### config.mk
export PLATFORM = sky130hd
export DESIGN_NAME = sender_ack_window_tracker
export DESIGN_NICKNAME = d
export VERILOG_FILES = /design/src/rtl/core/satw_pkg.sv /design/src/rtl/core/satw_ram.sv /design/src/rtl/core/sender_ack_window_tracker.sv
export SDC_FILE = /design/constraint.sdc
export NUM_CORES = 1
export LEC_CHECK = 0
export ABC_AREA = 0
export BUFFER_PORTS_ARGS = -buffer_cell sky130_fd_sc_hd__buf_2
export CAP_MARGIN = 20
export CELL_PAD_IN_SITES_DETAIL_PLACEMENT = 0
export CELL_PAD_IN_SITES_GLOBAL_PLACEMENT = 1
export CORE_MARGIN = 2
export CORE_UTILIZATION = 30
export DETAILED_ROUTE_END_ITERATION = 10
export PLACE_DENSITY_LB_ADDON = 0.2
export SYNTH_ARGS = -nofsm -noshare
export SYNTH_HDL_FRONTEND = slang
export SYNTH_HIERARCHICAL = 1
export SYNTH_SLANG_ARGS = --single-unit
### constraint.sdc
create_clock -name clk -period 4.9 [get_ports clk]
set_input_delay 0.245 -clock clk [delete_from_list [all_inputs] [get_ports clk]]
set_output_delay 0.245 -clock clk [all_outputs]
set_load 0.02 [all_outputs]
### src/rtl/core/satw_pkg.sv
// Shared constants and types for the sender ack window tracker.
// Used by sender_ack_window_tracker and the testbench; no dependencies.
package satw_pkg;

  localparam int SEQ_SPACE  = 2048;
  localparam int RING_DEPTH = 64;
  localparam int ACK_WINDOW = 32;

  localparam int SEQ_W    = $clog2(SEQ_SPACE);
  localparam int SLOT_W   = $clog2(RING_DEPTH);
  localparam int WIN_W    = $clog2(ACK_WINDOW);
  localparam int CNT_W    = 6;
  localparam int BITS_W   = 32;
  localparam int DROP_W   = 16;
  localparam int CMD_W    = 2;

  typedef enum logic [CMD_W-1:0] {
    CMD_NEXT = 2'd0,
    CMD_ACK  = 2'd1,
    CMD_SCAN = 2'd2,
    CMD_NOP  = 2'd3
  } cmd_t;

  typedef enum logic [2:0] {
    ST_IDLE,
    ST_ACK,
    ST_ACK_END,
    ST_SCAN,
    ST_DONE
  } state_t;

endpackage

### src/rtl/core/satw_ram.sv
// Generic single-clock RAM: one write port, one read port, registered read data.
// No dependencies.
module satw_ram #(
  parameter int DEPTH = 64,
  parameter int WIDTH = 11
) (
  input  logic                     clk,
  input  logic                     wr_en,
  input  logic [$clog2(DEPTH)-1:0] wr_addr,
  input  logic [WIDTH-1:0]         wr_data,
  input  logic                     rd_en,
  input  logic [$clog2(DEPTH)-1:0] rd_addr,
  output logic [WIDTH-1:0]         rd_data
);

  logic [WIDTH-1:0] mem [DEPTH];

  always_ff @(posedge clk) begin
    if (wr_en) begin
      mem[wr_addr] <= wr_data;
    end
    if (rd_en) begin
      rd_data <= mem[rd_addr];
    end
  end

endmodule

### src/rtl/core/sender_ack_window_tracker.sv
// Sender ack window tracker: top level with sequence counter, slot ring and drop scan.
// Depends on satw_pkg and satw_ram.
//
// Each item is a command. A take-next command issues the next 11-bit sequence
// number and claims its ring slot. An ack report walks 32 sequence numbers
// back from ack_seq, one slot per cycle, reading the stored sequence from the
// registered slot RAM into a compare stage. A drop scan walks 32 slots from the
// slot after the current sequence, one per cycle. A no-operation command only
// returns a result. One item is worked on at a time; its result sits in an output
// register, so the next item is accepted while that result waits to be taken.
module sender_ack_window_tracker (
  input  logic                          clk,
  input  logic                          rst_n,
  input  logic                          in_valid,
  output logic                          in_ready,
  input  logic [satw_pkg::CMD_W-1:0]    in_cmd,
  input  logic [satw_pkg::SEQ_W-1:0]    in_ack_seq,
  input  logic [satw_pkg::BITS_W-1:0]   in_ack_bits,
  output logic                          out_valid,
  input  logic                          out_ready,
  output logic [satw_pkg::SEQ_W-1:0]    out_seq_number,
  output logic [satw_pkg::CNT_W-1:0]    out_newly_acked,
  output logic                          out_seq_mismatch,
  output logic [satw_pkg::CNT_W-1:0]    out_dropped_now,
  output logic [satw_pkg::DROP_W-1:0]   out_dropped_total
);

  satw_pkg::state_t state_r, state_nxt;

  logic [satw_pkg::SEQ_W-1:0]      next_seq_r, next_seq_nxt;
  logic [satw_pkg::DROP_W-1:0]     drop_count_r, drop_count_nxt;
  logic [satw_pkg::RING_DEPTH-1:0] slot_valid_r, slot_valid_nxt;
  logic [satw_pkg::RING_DEPTH-1:0] slot_acked_r, slot_acked_nxt;

  logic [satw_pkg::WIN_W-1:0]  step_r, step_nxt;
  logic [satw_pkg::SEQ_W-1:0]  idx_r, idx_nxt;
  logic [satw_pkg::BITS_W-1:0] bits_r, bits_nxt;
  logic [satw_pkg::SLOT_W-1:0] scan_slot_r, scan_slot_nxt;

  // Compare stage that lines up with the RAM read data.
  logic                       p_vld_r, p_vld_nxt;
  logic                       p_slot_valid_r, p_slot_valid_nxt;
  logic [satw_pkg::SEQ_W-1:0] p_idx_r, p_idx_nxt;

  logic [satw_pkg::CNT_W-1:0] newly_r, newly_nxt;
  logic                       mismatch_r, mismatch_nxt;
  logic [satw_pkg::CNT_W-1:0] dropped_r, dropped_nxt;

  logic                        out_valid_r, out_valid_nxt;
  logic [satw_pkg::SEQ_W-1:0]  out_seq_r, out_seq_nxt;
  logic [satw_pkg::CNT_W-1:0]  out_newly_r, out_newly_nxt;
  logic                        out_mismatch_r, out_mismatch_nxt;
  logic [satw_pkg::CNT_W-1:0]  out_dropped_r, out_dropped_nxt;
  logic [satw_pkg::DROP_W-1:0] out_total_r, out_total_nxt;

  logic                        ram_wr_en;
  logic [satw_pkg::SLOT_W-1:0] ram_wr_addr;
  logic [satw_pkg::SEQ_W-1:0]  ram_wr_data;
  logic                        ram_rd_en;
  logic [satw_pkg::SLOT_W-1:0] ram_rd_addr;
  logic [satw_pkg::SEQ_W-1:0]  ram_rd_data;

  logic                        accept;
  logic [satw_pkg::SEQ_W-1:0]  seq_inc;
  logic [satw_pkg::SLOT_W-1:0] ack_slot;

  satw_ram #(
    .DEPTH (satw_pkg::RING_DEPTH),
    .WIDTH (satw_pkg::SEQ_W)
  ) u_seq_ram (
    .clk     (clk),
    .wr_en   (ram_wr_en),
    .wr_addr (ram_wr_addr),
    .wr_data (ram_wr_data),
    .rd_en   (ram_rd_en),
    .rd_addr (ram_rd_addr),
    .rd_data (ram_rd_data)
  );

  assign in_ready = (state_r == satw_pkg::ST_IDLE);
  assign accept   = in_valid && in_ready;
  assign seq_inc  = next_seq_r + satw_pkg::SEQ_W'(1);
  assign ack_slot = idx_r[satw_pkg::SLOT_W-1:0];

  assign out_valid         = out_valid_r;
  assign out_seq_number    = out_seq_r;
  assign out_newly_acked   = out_newly_r;
  assign out_seq_mismatch  = out_mismatch_r;
  assign out_dropped_now   = out_dropped_r;
  assign out_dropped_total = out_total_r;

  always_comb begin
    state_nxt        = state_r;
    next_seq_nxt     = next_seq_r;
    drop_count_nxt   = drop_count_r;
    slot_valid_nxt   = slot_valid_r;
    slot_acked_nxt   = slot_acked_r;
    step_nxt         = step_r;
    idx_nxt          = idx_r;
    bits_nxt         = bits_r;
    scan_slot_nxt    = scan_slot_r;
    p_vld_nxt        = 1'b0;
    p_slot_valid_nxt = p_slot_valid_r;
    p_idx_nxt        = p_idx_r;
    newly_nxt        = newly_r;
    mismatch_nxt     = mismatch_r;
    dropped_nxt      = dropped_r;
    out_valid_nxt    = out_valid_r && !out_ready;
    out_seq_nxt      = out_seq_r;
    out_newly_nxt    = out_newly_r;
    out_mismatch_nxt = out_mismatch_r;
    out_dropped_nxt  = out_dropped_r;
    out_total_nxt    = out_total_r;
    ram_wr_en        = 1'b0;
    ram_wr_addr      = seq_inc[satw_pkg::SLOT_W-1:0];
    ram_wr_data      = seq_inc;
    ram_rd_en        = 1'b0;
    ram_rd_addr      = ack_slot;

    // A slot that is invalid, or that holds another sequence, flags a mismatch.
    if (p_vld_r && (!p_slot_valid_r || (ram_rd_data != p_idx_r))) begin
      mismatch_nxt = 1'b1;
    end

    case (state_r)
      satw_pkg::ST_IDLE: begin
        if (accept) begin
          newly_nxt     = '0;
          mismatch_nxt  = 1'b0;
          dropped_nxt   = '0;
          step_nxt      = '0;
          idx_nxt       = in_ack_seq;
          bits_nxt      = in_ack_bits;
          scan_slot_nxt = next_seq_r[satw_pkg::SLOT_W-1:0] + satw_pkg::SLOT_W'(1);
          case (satw_pkg::cmd_t'(in_cmd))
            satw_pkg::CMD_NEXT: begin
              next_seq_nxt = seq_inc;
              ram_wr_en    = 1'b1;
              slot_valid_nxt[seq_inc[satw_pkg::SLOT_W-1:0]] = 1'b1;
              slot_acked_nxt[seq_inc[satw_pkg::SLOT_W-1:0]] = 1'b0;
              state_nxt    = satw_pkg::ST_DONE;
            end
            satw_pkg::CMD_ACK:  state_nxt = satw_pkg::ST_ACK;
            satw_pkg::CMD_SCAN: state_nxt = satw_pkg::ST_SCAN;
            default:            state_nxt = satw_pkg::ST_DONE;
          endcase
        end
      end
      satw_pkg::ST_ACK: begin
        // Slots within one window are distinct, so acked bits update at issue.
        ram_rd_en        = 1'b1;
        p_vld_nxt        = bits_r[0];
        p_idx_nxt        = idx_r;
        p_slot_valid_nxt = slot_valid_r[ack_slot];
        if (bits_r[0] && !slot_acked_r[ack_slot]) begin
          slot_acked_nxt[ack_slot] = 1'b1;
          newly_nxt = newly_r + satw_pkg::CNT_W'(1);
        end
        idx_nxt  = idx_r - satw_pkg::SEQ_W'(1);
        bits_nxt = bits_r >> 1;
        step_nxt = step_r + satw_pkg::WIN_W'(1);
        if (step_r == satw_pkg::WIN_W'(satw_pkg::ACK_WINDOW - 1)) begin
          state_nxt = satw_pkg::ST_ACK_END;
        end
      end
      satw_pkg::ST_ACK_END: begin
        state_nxt = satw_pkg::ST_DONE;
      end
      satw_pkg::ST_SCAN: begin
        if (slot_valid_r[scan_slot_r] && !slot_acked_r[scan_slot_r]) begin
          slot_valid_nxt[scan_slot_r] = 1'b0;
          dropped_nxt = dropped_r + satw_pkg::CNT_W'(1);
          if (drop_count_r != {satw_pkg::DROP_W{1'b1}}) begin
            drop_count_nxt = drop_count_r + satw_pkg::DROP_W'(1);
          end
        end
        scan_slot_nxt = scan_slot_r + satw_pkg::SLOT_W'(1);
        step_nxt      = step_r + satw_pkg::WIN_W'(1);
        if (step_r == satw_pkg::WIN_W'(satw_pkg::ACK_WINDOW - 1)) begin
          state_nxt = satw_pkg::ST_DONE;
        end
      end
      satw_pkg::ST_DONE: begin
        if (!out_valid_r || out_ready) begin
          out_valid_nxt    = 1'b1;
          out_seq_nxt      = next_seq_r;
          out_newly_nxt    = newly_r;
          out_mismatch_nxt = mismatch_r;
          out_dropped_nxt  = dropped_r;
          out_total_nxt    = drop_count_r;
          state_nxt        = satw_pkg::ST_IDLE;
        end
      end
      default: begin
        state_nxt = satw_pkg::ST_IDLE;
      end
    endcase
  end

  always_ff @(posedge clk) begin
    if (!rst_n) begin
      state_r      <= satw_pkg::ST_IDLE;
      next_seq_r   <= '0;
      drop_count_r <= '0;
      slot_valid_r <= '0;
      slot_acked_r <= '0;
      p_vld_r      <= 1'b0;
      out_valid_r  <= 1'b0;
    end else begin
      state_r      <= state_nxt;
      next_seq_r   <= next_seq_nxt;
      drop_count_r <= drop_count_nxt;
      slot_valid_r <= slot_valid_nxt;
      slot_acked_r <= slot_acked_nxt;
      p_vld_r      <= p_vld_nxt;
      out_valid_r  <= out_valid_nxt;
    end
  end

  always_ff @(posedge clk) begin
    step_r         <= step_nxt;
    idx_r          <= idx_nxt;
    bits_r         <= bits_nxt;
    scan_slot_r    <= scan_slot_nxt;
    p_slot_valid_r <= p_slot_valid_nxt;
    p_idx_r        <= p_idx_nxt;
    newly_r        <= newly_nxt;
    mismatch_r     <= mismatch_nxt;
    dropped_r      <= dropped_nxt;
    out_seq_r      <= out_seq_nxt;
    out_newly_r    <= out_newly_nxt;
    out_mismatch_r <= out_mismatch_nxt;
    out_dropped_r  <= out_dropped_nxt;
    out_total_r    <= out_total_nxt;
  end

  // The compare stage only carries work issued during the ack walk.
  a_cmp_from_walk: assert property (@(posedge clk) disable iff (!rst_n)
    p_vld_r |-> $past(state_r == satw_pkg::ST_ACK))
    else $error("compare stage loaded outside the ack walk");

  // Per-item counts never exceed the window.
  a_counts_bounded: assert property (@(posedge clk) disable iff (!rst_n)
    (state_r == satw_pkg::ST_DONE) |->
      (newly_r <= satw_pkg::CNT_W'(satw_pkg::ACK_WINDOW)) &&
      (dropped_r <= satw_pkg::CNT_W'(satw_pkg::ACK_WINDOW)))
    else $error("per-item count beyond the window");

  // The running drop count never goes down.
  a_drop_monotonic: assert property (@(posedge clk) disable iff (!rst_n)
    1'b1 |=> (drop_count_r >= $past(drop_count_r)))
    else $error("drop count decreased");

  // The sequence counter moves only when a take-next item is accepted.
  a_seq_only_on_next: assert property (@(posedge clk) disable iff (!rst_n)
    !(accept && (in_cmd == satw_pkg::CMD_NEXT)) |=> $stable(next_seq_r))
    else $error("sequence counter moved without a take-next item");

endmodule

==> results of run 1 <==
[synthesized netlist by cell type, drive strengths merged (51+ instances only)]
| cell | count | share of area (%) |
|---|---|---|
| edfxtp | 833 | 60 |
| nand2 | 236 | 2.1 |
| mux4 | 170 | 9.2 |
| dfxtp | 161 | 7.8 |
| nor2 | 140 | 1.3 |
| mux2i | 121 | 2.9 |
| a21oi | 100 | 1.2 |
| o21ai | 91 | 1.1 |
| clkbuf | 90 | 0.82 |
| buf | 85 | 1.2 |
| a31oi | 58 | 0.88 |
| nand3 | 51 | 0.65 |
[cell families after synthesis]
logic type	count (synthesis)	synth area share (%)
AO/OA/AOI/OAI	521	8.477
multiplexers	303	12.50
adder cells (fa/ha/maj)	10	0.3018
AND/OR/NAND/NOR	627	7.282
XOR/XNOR	53	1.120
flip-flops	994	68.11
buffers and inverters	194	2.212
[sequential cells by signal, summed over array words and instances (netlist names), 11 cells and up]
signal	flops
u_seq_ram/mem	704
slot_acked_r	64
slot_valid_r	64
bits_r	32
drop_count_r	16
out_dropped_total	16
idx_r	11
next_seq_r	11
out_seq_number	11
p_idx_r	11
u_seq_ram/rd_data	11
[final cells by class]
type | count | share of cell area, %
Clock buffer | 135 | 5.842
Clock inverter | 67 | 1.271
Inverter | 19 | 0.1470
Multi-Input combinational cell | 1514 | 25.62
Sequential cell | 994 | 58.18
Tap cell | 1794 | 4.625
Timing Repair Buffer | 279 | 4.316
[worst max path at each step]
stage | start | to | slack, ps | cells past startpoint
6_report | idx_r[2]$_DFFE_PP_ | slot_valid_r[29]$_SDFFE_PN0P_ | 1050 | 8
4_1_cts | idx_r[2]$_DFFE_PP_ | slot_valid_r[53]$_SDFFE_PN0P_ | 1110 | 8
5_1_grt | idx_r[2]$_DFFE_PP_ | slot_valid_r[53]$_SDFFE_PN0P_ | 820 | 8
3_3_place_gp | idx_r[2]$_DFFE_PP_ | slot_valid_r[25]$_SDFFE_PN0P_ | 1170 | 9
3_5_place_dp | idx_r[2]$_DFFE_PP_ | slot_valid_r[53]$_SDFFE_PN0P_ | 1110 | 8
2_1_floorplan | next_seq_r[4]$_SDFFE_PN0P_ | u_seq_ram/mem[33][0]$_DFFE_PP_ | 170 | 8
[critical path, stage by stage (launching register included)]
cell and delay [ps]:
edfxtp_1 930, nor2_1 280, a221o_1 420, a21oi_1 150, o211ai_1 120, nor4_2 440, a21oi_2 230, or4b_1 870
o22ai_1 300
[routing by layer]
metal | routed length (um) | vias up | GRT usage, %
met4 | 3511 | 0 | 5.350
li1 | - | 11150 | -
met1 | 55920 | 13260 | 24.13
met3 | 6200 | 192 | 2.791
met5 | 0 | - | 0
met2 | 57580 | 752 | 27.53
[through the flow]
stage | cells | total power (uW) | setup WS [ps] | hold slack (ps)
6_report | 4802 | 18990 | 1050 | 96.06
5_1_grt | 4802 | 19660 | 820.4 | 57.35
4_1_cts | 4794 | 19250 | 1108 | 13.63
3_5_place_dp | 4546 | 11240 | 1109 | 462.6
3_3_place_gp | 4540 | 11230 | 1167 | 462.4
2_1_floorplan | 2702 | 10600 | 168.0 | 406.4
[where the power goes]
group	internal [uW]	total, uW	switching (uW)
Clock	4450	7910	3460
Sequential	9230	9340	107
Combinational	613	1750	1130
[repair_timing]
item / CTS / global route
hold buffers: 46 / 0
hold endpoints to repair: 46 / 0
buffers inserted: 0 / 0
==> impl_metrics.tcl, run 1 <==
set metrics [dict create \
    status "completed" \
    fmax_mhz 259.7 \
    clockBufferDepth 3 \
    drive_gt1_share_pct 20.64 \
    reg2regPathDepth 8 \
    n_antenna_cell 0 \
    yosysWarnings 6 \
    synthCells 2702 \
    ant_nets 0 \
    nets 2976 \
    fin_crit_sh_pct 78.57 \
    finClkSkew_ps 63.36 \
    syn_area_per_cell_um2 15.34 \
    slew_viol_final 0 \
    wire_per_inst_um 25.66 \
    tns_ps 0 \
    cp_max_fo 20 \
    finalInstanceArea_um2 48530 \
    via_per_inst 5.279 \
    drv_cap 0 \
    leakagePower_uw 0.01620 \
    final_common_cell "edfxtp_1" \
    min_period_ps 3850 \
    clock_sinks 994 \
    cp_data_required_time_ps 5520 \
    synth_area_um2 41460 \
    start_kind "register" \
    syn-num-nets 2761 \
    critPathArrivalTime_ps 4470 \
    die_w_um 375.8 \
    grt_max_degree 95 \
    cts_buffers 109 \
    r2r_slack_ps 1050 \
    synth_flop_cell "edfxtp_1" \
    h-tree-depth 3 \
    drc 0 \
    slew_headroom_pct 19.67 \
    cts.clk_slew.worst_paths_ps 60 \
    hp-start "rst_n" \
    area_growth_pct 17.06 \
    worst_pin_slew_ps 1201 \
    num_rows 136 \
    setup_viol 0 \
    multiInputGateArea_um2 12430 \
    grt_first_pass_wirelength_mm 181.1 \
    synthDistinctLibCells 90 \
    hold_class "in2reg" \
    io_pins 91 \
    mostFrequentLayoutCells "edfxtp_1, nand2_1, mux4_2" \
    vias 25350 \
    yosysSeqAreaShare_pct 68.11 \
    portBuffers 90 \
    worstHoldPathCells 2 \
    fin_util_pct 35.34 \
    root_buffer "clkbuf_16" \
    post_dp_cell_area_um2 44550 \
    tritoncts "built" \
    vdd_drop_max_v 0.0002696 \
    power_density_nw_per_um2 391.4 \
    track_usage_pct 17.27 \
    grt_overflow 0 \
    dr.pass1.iters 5 \
    cts-resized-gates 0 \
    rsz0062_at_grt "false" \
    fillers 13020 \
    r2r-end "slot_valid_r[29]$_SDFFE_PN0P_" \
    antenna_found_initial 0 \
    grt_pass1_vias 25980 \
    start_util_pct 30.19 \
    drt_iter0_markers 2249 \
    crit_path_end_kind "register" \
    regArea_um2 28240 \
    die_h_um 375.8 \
    hold_viol 0 \
    ys_async_sr_fraction_pct 0 \
    routed_wl_mm 123.2 \
    crit_type "reg2reg" \
    r2r-start "idx_r[2]$_DFFE_PP_" \
    hpwlAfterDp_mm 79.08 \
    ys_ff_latch 994 \
    core_area_um2 137300 \
    gp_congestion 0.8685 \
    min_to "next_seq_r[5]$_SDFFE_PN0P_" \
    synth-edff-count 833 \
    die-area_um2 141200 \
    clk_latency_ps 750 \
]
Note: power is estimated with default switching activity, not from simulation.
==> run 2, diff against run 1 <==
==> constraint.sdc (replaced) <==
create_clock -name clk -period 3.5 [get_ports clk]
set_input_delay 0.175 -clock clk [delete_from_list [all_inputs] [get_ports clk]]
set_output_delay 0.175 -clock clk [all_outputs]
set_load 0.02 [all_outputs]
==> run 2 against run 1 <==
  * Design area grew 2.7%
  * Clock skew shrank 4.0 ps
  * Largest cell class unchanged
  * Core utilization grew 0.94 points
  * Sequential share of layout area shrank 1.5 points
  * Via count grew 2.0%
  * Register-to-register slack lost 990 ps
  * Clock power grew 49%
  * Critical endpoint is now slot_acked_r[30]$_SDFFE_PN0P_
==> impl_metrics.tcl, run 2 (synthesis results as in run 1) <==
set metrics [dict create \
    die_h_um 375.8 \
    ant_nets 0 \
    cts_buffers 110 \
    cts.clk_slew.worst_paths_ps 60 \
    power_density_nw_per_um2 552.9 \
    grt_first_pass_wirelength_mm 184.0 \
    internal-power_uw 20800 \
    swShare_pct 24.52 \
    p_switching_uw 6756 \
    slew_headroom_pct 15.53 \
    finClkSkew_ps 59.31 \
    fin_crit_sh_pct 98.38 \
    hold_class "in2reg" \
    die_w_um 375.8 \
    leakagePower_uw 0.01690 \
    mostFrequentLayoutCells "edfxtp_1, nand2_1, buf_4" \
    clockBufferDepth 3 \
    h-tree-depth 3 \
    vdd_drop_max_v 0.0004061 \
    largest_reg_flops 704 \
    p_seq_share_pct 47.3 \
    power_frac_clock_pct 43.0 \
    via_per_inst 5.269 \
    cp_data_required_time_ps 4140 \
    post_dp_cell_area_um2 45450 \
    finalInstanceArea_um2 49830 \
    core_area_um2 137300 \
    antenna_found_initial 5 \
    min_period_ps 3443 \
    wire_per_inst_um 25.79 \
    clk_latency_ps 750 \
    routed_wl_mm 126.5 \
    tritoncts "built" \
    gp_congestion 0.9134 \
    clock_sinks 994 \
    drt_iter0_markers 2447 \
    root_buffer "clkbuf_16" \
    slew_viol_final 0 \
    start_util_pct 30.19 \
    final_common_cell "edfxtp_1" \
    die-area_um2 141200 \
    pwr-share-comb_pct 9.7 \
    num_rows 136 \
    crit_type "reg2reg" \
    crit_path_end_kind "register" \
    io_pins 91 \
    worst_pin_slew_ps 1255 \
    grt_max_degree 69 \
    hpwlAfterDp_mm 84.04 \
    grt_pass1_vias 26170 \
    vias 25850 \
    track_usage_pct 17.73 \
    tns_ps 0 \
    grt_overflow 0 \
    start_kind "register" \
    portBuffers 90 \
    cp_max_fo 21 \
    hold_viol 0 \
    reg.largest.list "u_seq_ram/mem: 704 flops, slot_acked_r: 64 flops, slot_valid_r: 64 flops" \
    drive_gt1_share_pct 23.72 \
    fin_util_pct 36.29 \
    status "completed" \
    dr.pass1.iters 6 \
    fmax_mhz 290.4 \
    critPathArrivalTime_ps 4080 \
    rsz0062_at_grt "true" \
    drv_cap 0 \
    nets 3077 \
    top_register "u_seq_ram/mem" \
    setup_viol 0 \
    drc 0 \
    area_growth_pct 20.19 \
]
==> run 2: per-stage QoR <==
step	power (uW)	hold slack, ps	instances	setup slack, ps
after detailed placement	15920	431.1	4631	-412.8
after global routing	28490	49.18	4905	-76.44
after CTS	27870	5.790	4887	-92.15
after global placement	15910	423.3	4622	-377.5
after floorplan	14830	344.6	2702	33.00
final	27550	49.96	4906	56.56
==> run 2: worst paths after layout <==
kind,start,to,cells past startpoint,slack [ps]
hold / removal,rst_n,slot_valid_r[26]$_SDFFE_PN0P_,3,50
hold reg to reg,mismatch_r$_DFF_P_,out_seq_mismatch$_DFFE_PP_,0,440
setup reg to reg,idx_r[0]$_DFFE_PP_,slot_acked_r[30]$_SDFFE_PN0P_,12,60
setup / recovery,idx_r[0]$_DFFE_PP_,slot_acked_r[30]$_SDFFE_PN0P_,12,60
==> run 2: metal layers <==
metal,GRT usage (%),vias to the layer above,part of all wire [%]
li1,-,11370,-
met1,24.71,13440,45
met2,28.63,857,47
met3,2.640,186,5.2
met4,5.168,2,2.8
met5,0,-,0.010
==> run 2: critical path, stage by stage (launching register included) <==
cell and delay [ps]:
edfxtp_1 410, buf_12 190, buf_4 220, nor2b_1 600, a22o_1 250, nand2_1 60, a21oi_1 300, nor4_4 90
a21oi_2 310, buf_4 280, o21ai_1 90, buf_4 260, a211oi_1 240
==> run 2: cell type report <==
cell class / instances / area (um2)
inverters: 19 / 72.57
multi-input cells: 1514 / 12520
fillers: 12920 / 87490
repair buffers: 379 / 3045
clock buffers: 138 / 2918
clock inverters: 67 / 789.5
well taps: 1794 / 2245
flip-flops and latches: 994 / 28240
diodes: 1 / 2.502
==> run 2: what timing repair did <==
action / CTS / global route
hold buffers: 48 / 0
pin swaps: 0 / 1
hold endpoints to repair: 47 / 0
endpoints found under the setup margin: 133 / 82
gates resized for setup: 3 / 4
setup buffers: 3 / 4
==> run 2: power groups by stage <==
stage / clock network, uW / registers (uW) / logic (uW)
floorplan: 0 / 13300 / 1570
global placement: 0 / 13300 / 2620
detailed placement: 0 / 13300 / 2630
CTS: 12100 / 13000 / 2700
global route: 12600 / 13000 / 2860
finish: 11800 / 13000 / 2680
